$ cat config.mk
export PLATFORM = sky130hd
export DESIGN_NAME = sorted_priority_queue_unit
export DESIGN_NICKNAME = d
export VERILOG_FILES = /design/src/sv/spq_pkg.sv /design/src/sv/spq_cell.sv /design/src/sv/sorted_priority_queue_unit.sv
export SDC_FILE = /design/constraint.sdc
export NUM_CORES = 2
export LEC_CHECK = 0
export ABC_CLOCK_PERIOD_IN_PS = 6300
export BUFFER_PORTS_ARGS = -buffer_cell sky130_fd_sc_hd__buf_2
export CAP_MARGIN = 20
export CORE_UTILIZATION = 55
export DETAILED_ROUTE_END_ITERATION = 8
export PLACE_DENSITY = 0.74
export SYNTH_ARGS = -nofsm -noshare
export SYNTH_HDL_FRONTEND = slang
export SYNTH_SLANG_ARGS = --single-unit
$ cat constraint.sdc
create_clock -name i_clk -period 6.3 [get_ports i_clk]
set_clock_uncertainty 0.1 [all_clocks]
set_input_delay 0.63 -clock i_clk [delete_from_list [all_inputs] [get_ports i_clk]]
set_output_delay 0.63 -clock i_clk [all_outputs]
set_load 0.05 [all_outputs]
$ cat src/sv/spq_pkg.sv
// Shared types and constants of the sorted priority queue.
package spq_pkg;

    localparam int TAG_BITS  = 16;
    localparam int PRIO_BITS = 16;
    localparam int OCC_BITS  = 5;

    typedef enum logic [1:0] {
        OP_INSERT = 2'd0,
        OP_REMOVE = 2'd1,
        OP_PEEK   = 2'd2
    } t_opcode;

    typedef enum logic [1:0] {
        ST_OK    = 2'd0,
        ST_EMPTY = 2'd1,
        ST_FULL  = 2'd2
    } t_status;

    typedef struct packed {
        logic [1:0]                  opcode;
        logic [TAG_BITS-1:0]         task_tag;
        logic signed [PRIO_BITS-1:0] task_priority;
    } t_in_word;

    typedef struct packed {
        logic [1:0]                  status;
        logic [TAG_BITS-1:0]         head_tag;
        logic signed [PRIO_BITS-1:0] head_priority;
        logic [OCC_BITS-1:0]         occupancy;
    } t_out_word;

    typedef struct packed {
        logic                        valid;
        logic [TAG_BITS-1:0]         tag;
        logic signed [PRIO_BITS-1:0] prio;
    } t_entry;

    typedef struct packed {
        logic                        insert;
        logic                        remove;
        logic [TAG_BITS-1:0]         tag;
        logic signed [PRIO_BITS-1:0] prio;
    } t_cell_cmd;

endpackage

$ cat src/sv/spq_cell.sv
// One storage cell of the queue chain, holding a single entry.
module spq_cell (
    input  logic              i_clk,
    input  logic              i_rst_n,
    input  spq_pkg::t_cell_cmd i_cmd,
    input  spq_pkg::t_entry   i_left,
    input  logic              i_left_keep,
    input  spq_pkg::t_entry   i_right,
    output spq_pkg::t_entry   o_entry,
    output logic              o_keep
);
    import spq_pkg::*;

    t_entry r_entry;
    t_entry n_entry;

    assign o_entry = r_entry;
    assign o_keep  = r_entry.valid && ($signed(r_entry.prio) >= $signed(i_cmd.prio));

    always_comb begin
        n_entry = r_entry;
        if (i_cmd.insert) begin
            if (!o_keep) begin
                if (i_left_keep) begin
                    n_entry.valid = 1'b1;
                    n_entry.tag   = i_cmd.tag;
                    n_entry.prio  = i_cmd.prio;
                end else begin
                    n_entry = i_left;
                end
            end
        end else if (i_cmd.remove) begin
            n_entry = i_right;
        end
    end

    always_ff @(posedge i_clk) begin
        r_entry.tag  <= n_entry.tag;
        r_entry.prio <= n_entry.prio;
        if (!i_rst_n) begin
            r_entry.valid <= 1'b0;
        end else begin
            r_entry.valid <= n_entry.valid;
        end
    end

endmodule

$ cat src/sv/sorted_priority_queue_unit.sv
// Top level of the sorted priority queue: a chain of cells kept in descending priority order.
// The queue takes one word per clock cycle and delivers its result word in the next cycle
// from an output register; the input stalls only while that register holds a word that the
// output side stalls. An insert compares the new priority against every cell at once and
// each cell either holds, takes the new entry or takes its left neighbour's entry, so an
// insert or remove updates the whole cell chain at once and a peek leaves it unchanged. Equal
// priorities leave in arrival order, and an insert into a full queue is dropped.
module sorted_priority_queue_unit #(
    parameter int CAPACITY = 16
) (
    input  logic               i_clk,
    input  logic               i_rst_n,
    input  logic               i_in_valid,
    input  spq_pkg::t_in_word  i_in_word,
    output logic               o_in_stall,
    output logic               o_out_valid,
    output spq_pkg::t_out_word o_out_word,
    input  logic               i_out_stall
);
    import spq_pkg::*;

    localparam int CNT_BITS = $clog2(CAPACITY + 1);

    t_entry    w_entry [CAPACITY];
    logic      w_keep  [CAPACITY];
    t_entry    w_new;
    t_cell_cmd w_cmd;

    logic                r_out_valid;
    logic                n_out_valid;
    t_out_word           r_out_word;
    t_out_word           n_out_word;
    logic [CNT_BITS-1:0] r_count;
    logic [CNT_BITS-1:0] n_count;
    logic [31:0]         w_count_ext;
    logic                w_fire;
    logic                w_full;
    logic                w_empty;

    assign o_in_stall  = r_out_valid && i_out_stall;
    assign o_out_valid = r_out_valid;
    assign o_out_word  = r_out_word;

    assign w_fire  = i_in_valid && !o_in_stall;
    assign w_full  = (r_count == CNT_BITS'(CAPACITY));
    assign w_empty = (r_count == '0);

    assign w_new.valid = 1'b1;
    assign w_new.tag   = i_in_word.task_tag;
    assign w_new.prio  = i_in_word.task_priority;

    assign w_cmd.insert = w_fire && (i_in_word.opcode == OP_INSERT) && !w_full;
    assign w_cmd.remove = w_fire && (i_in_word.opcode == OP_REMOVE) && !w_empty;
    assign w_cmd.tag    = i_in_word.task_tag;
    assign w_cmd.prio   = i_in_word.task_priority;

    for (genvar g = 0; g < CAPACITY; g++) begin : g_cell
        t_entry w_left;
        logic   w_left_keep;
        t_entry w_right;

        if (g == 0) begin : g_first
            assign w_left      = w_new;
            assign w_left_keep = 1'b0;
        end else begin : g_inner
            assign w_left      = w_entry[g-1];
            assign w_left_keep = w_keep[g-1];
        end

        if (g == CAPACITY - 1) begin : g_last
            assign w_right = '0;
        end else begin : g_body
            assign w_right = w_entry[g+1];
        end

        spq_cell u_cell (
            .i_clk       (i_clk),
            .i_rst_n     (i_rst_n),
            .i_cmd       (w_cmd),
            .i_left      (w_left),
            .i_left_keep (w_left_keep),
            .i_right     (w_right),
            .o_entry     (w_entry[g]),
            .o_keep      (w_keep[g])
        );
    end

    always_comb begin
        n_count = r_count;
        if (w_cmd.insert) begin
            n_count = r_count + 1'b1;
        end else if (w_cmd.remove) begin
            n_count = r_count - 1'b1;
        end
    end

    assign w_count_ext = 32'(n_count);

    always_comb begin
        n_out_word           = '0;
        n_out_word.status    = ST_OK;
        n_out_word.occupancy = w_count_ext[OCC_BITS-1:0];
        unique case (i_in_word.opcode)
            OP_INSERT: begin
                if (w_full) begin
                    n_out_word.status = ST_FULL;
                end
            end
            OP_REMOVE, OP_PEEK: begin
                if (w_empty) begin
                    n_out_word.status = ST_EMPTY;
                end else begin
                    n_out_word.head_tag      = w_entry[0].tag;
                    n_out_word.head_priority = w_entry[0].prio;
                end
            end
            default: begin
                n_out_word.status = ST_OK;
            end
        endcase
    end

    assign n_out_valid = w_fire || (r_out_valid && i_out_stall);

    always_ff @(posedge i_clk) begin
        if (w_fire) begin
            r_out_word <= n_out_word;
        end
        if (!i_rst_n) begin
            r_out_valid <= 1'b0;
            r_count     <= '0;
        end else begin
            r_out_valid <= n_out_valid;
            r_count     <= n_count;
        end
    end

endmodule

==> results.json <==
{
  "ff2ff_setup_slack_ps": 1720,
  "grt_use_total_pct": 31.4,
  "cts_tree": "yes",
  "grt_pass1_vias": 25243,
  "clkTransAtPathRegs_ps": 60,
  "fillers": 4782,
  "max_freq_ghz": 0.218,
  "post-route-period-util_pct": 72.7,
  "hold_buffers": 0,
  "yosysWarnings": 0,
  "slowest_stage": "nand2b_1",
  "synth_cells": 3218,
  "synth-async-reset-ratio_pct": 0,
  "required_ps": 6510,
  "grt_pass1_wl_mm": 151,
  "setup_viol": 0,
  "layout_common_cells": "edfxtp_1, nand2_1, a21oi_1",
  "drive_above_1_share_pct": 8.44,
  "vias": 26782,
  "post-cts-setup-buffers": 0,
  "layout_commonest_cell": "edfxtp_1",
  "synth_nets": 3517,
  "worstPathMaxFanout": 35,
  "drt_iter0_drc": 3924,
  "startpoint_type": "flop",
  "tightest_slew_ps": 1120,
  "io_pins": 79,
  "area_delta_synth_final_pct": 9.53,
  "syn_area_sq_mm": 0.0337,
  "status": "complete, no violations",
  "ys_ff_latch": 573,
  "die_h_microns": 249,
  "io_buffers": 78,
  "dr.pass1.iters": 6,
  "antennaDiodeCount": 0,
  "cts_max_path_buffers": 3,
  "final.setup.worst_slack_ps": 1720,
  "detail-route-antenna-nets": 0,
  "critPathKind": "reg -> reg",
  "place_worst_setup_slack_ps": 1550,
  "max_stage_delay_ps": 750,
  "ctsRootBufferMaster": "clkbuf_16",
  "htreeDepth": 2,
  "insertion_delay_ps": 660,
  "vdd_drop_max_uv": 219,
  "setup_tns_ps": 0,
  "cp.arrival_ps": 4790,
  "final-hold-violation-count": 0,
  "hpwl_mm": 68.8,
  "die_area_sq_mm": 0.0622,
  "hold_path.class": "in -> reg",
  "antenna_found_initial": 4,
  "synth_seq_area_share_pct": 50.4,
  "crit_chain": "inv_1 -> ha_1 -> nor3b_2 -> nand2b_1 -> a21o_1 -> nand3_2 -> buf_4 -> a21oi_4 -> buf_4",
  "overflow": 0,
  "max_cap_violations": 0,
  "coreArea_sq_mm": 0.0605,
  "leakagePower_nw": 13.5,
  "place_congestion": 0.950,
  "grt_start_max_net_pins": 138,
  "final-max-slew-violation-count": 0,
  "cts_sinks": 573,
  "cts_made_buffers": 59,
  "period_needed_ps": 4580,
  "synth-edff-count": 551,
  "drc_errors": 0,
  "rsz0062_at_grt": "no",
  "rows": 90,
  "avgSynthCellArea_sq_um": 10.5,
  "routed_wl_mm": 99.5,
  "end_kind": "flop",
  "start_util_pct": 55.7,
  "post_cts_resized": 0,
  "avgRoutedWirePerCell_microns": 24.8,
  "ys_types": 69,
  "vias_per_cell": 6.67,
  "die_w_microns": 249,
  "powerDensity_mw_per_mm2": 261,
  "slew_headroom_pct": 25.3,
  "crit_top_cell": "buf_4",
  "num-nets-final": 3484,
  "synthFlopType": "edfxtp_1"
}
metal layers:
metal / up-vias / GRT usage (%) / part of all wire (%)
met2: 1611 / 46.9 / 44
met3: 201 / 7.51 / 12
met1: 12840 / 44.8 / 41
met4: 0 / 10.5 / 3.0
li1: 12130 / - / -
met5: - / 0 / 0
state kept, by name (all words and copies together) (netlist names):
name / flops
r_count: 5
o_out_valid: 1
o_out_word: 39
g_cell.u_cell.o_entry: 528
where the power goes:
part	leakage (nW)	internal [mW]	switching, mW
Combinational	7.21	0.419	0.888
Clock	0.982	2.12	1.57
Sequential	5.29	4.48	0.161
cells in the mapped netlist, types with 7 or more instances:
cell type,number,area share [%]
nor4_1,9,0.17
clkbuf_1,115,1.3
edfxtp_1,551,49
a31oi_1,37,0.69
nand3_1,229,3.4
o211ai_1,166,3.7
o21ai_0,98,1.5
a21o_1,20,0.45
nand2_1,366,4.1
and3_1,37,0.69
nand4_1,43,0.80
and2_1,29,0.54
a211oi_1,13,0.29
buf_6,9,0.30
nor2b_1,21,0.39
a221oi_1,7,0.18
mux2i_1,204,6.1
dfxtp_1,22,1.3
o41ai_1,7,0.18
o221ai_1,8,0.21
nand2b_1,10,0.19
a221o_1,53,1.6
ha_1,261,9.7
inv_1,46,0.51
buf_2,78,1.2
buf_1,23,0.26
a21oi_1,330,4.9
nor2_1,321,3.6
nor3_1,14,0.21
worst paths after layout:
kind	from	endpoint	cells past startpoint
hold / removal	i_in_valid	o_out_valid	2
setup reg to reg	r_count[0]	g_cell[11].u_cell.o_entry[21]	9
hold reg to reg	g_cell[15].u_cell.o_entry[32]	g_cell[15].u_cell.o_entry[32]	2
setup / recovery	r_count[0]	g_cell[11].u_cell.o_entry[21]	9
critical path: cells and delay by family (launching register included):
| family | cells | cell delay, ps |
|---|---|---|
| buffers and inverters | 3 | 1060 |
| AO/OA/AOI/OAI | 2 | 900 |
| adder cells (fa/ha/maj) | 1 | 220 |
| AND/OR/NAND/NOR | 3 | 1490 |
| flip-flops | 1 | 430 |
final cells by class:
| class | instances | area [sq um] | area share [%] |
|---|---|---|---|
| clock buffer | 73 | 1590 | 4.31 |
| inverter | 46 | 173 | 0.468 |
| tap | 782 | 978 | 2.65 |
| timing repair buffer | 138 | 961 | 2.60 |
| sequential | 573 | 17000 | 46.0 |
| multi-input combinational | 2367 | 15800 | 42.8 |
| clock inverter | 38 | 418 | 1.13 |
through the flow:
stage / power [mW] / hold slack, ps / cell area (sq um) / util [%] / cells
after floorplan: 5.55 / 354 / 33700 / - / 3218
after global placement: 5.94 / 366 / 34900 / 57.6 / 3905
after detailed placement: 5.99 / 393 / 34900 / 57.7 / 3906
after CTS: 9.63 / 94.3 / 36900 / 61.0 / 4017
after global routing: 9.92 / 117 / 36900 / 61.0 / 4017
final: 9.63 / 110 / 36900 / 61.0 / 4017
logic make-up after synthesis:
| family | after synthesis | share of synthesized area [%] |
|---|---|---|
| simple gates | 1094 | 14.4 |
| compound gates | 798 | 15.3 |
| flops | 573 | 50.4 |
| buf+inv | 278 | 3.66 |
| fa+ha+maj | 261 | 9.70 |
| mux | 211 | 6.38 |
| xor+xnor | 3 | 0.0780 |
(Power assumes the default switching activity.)
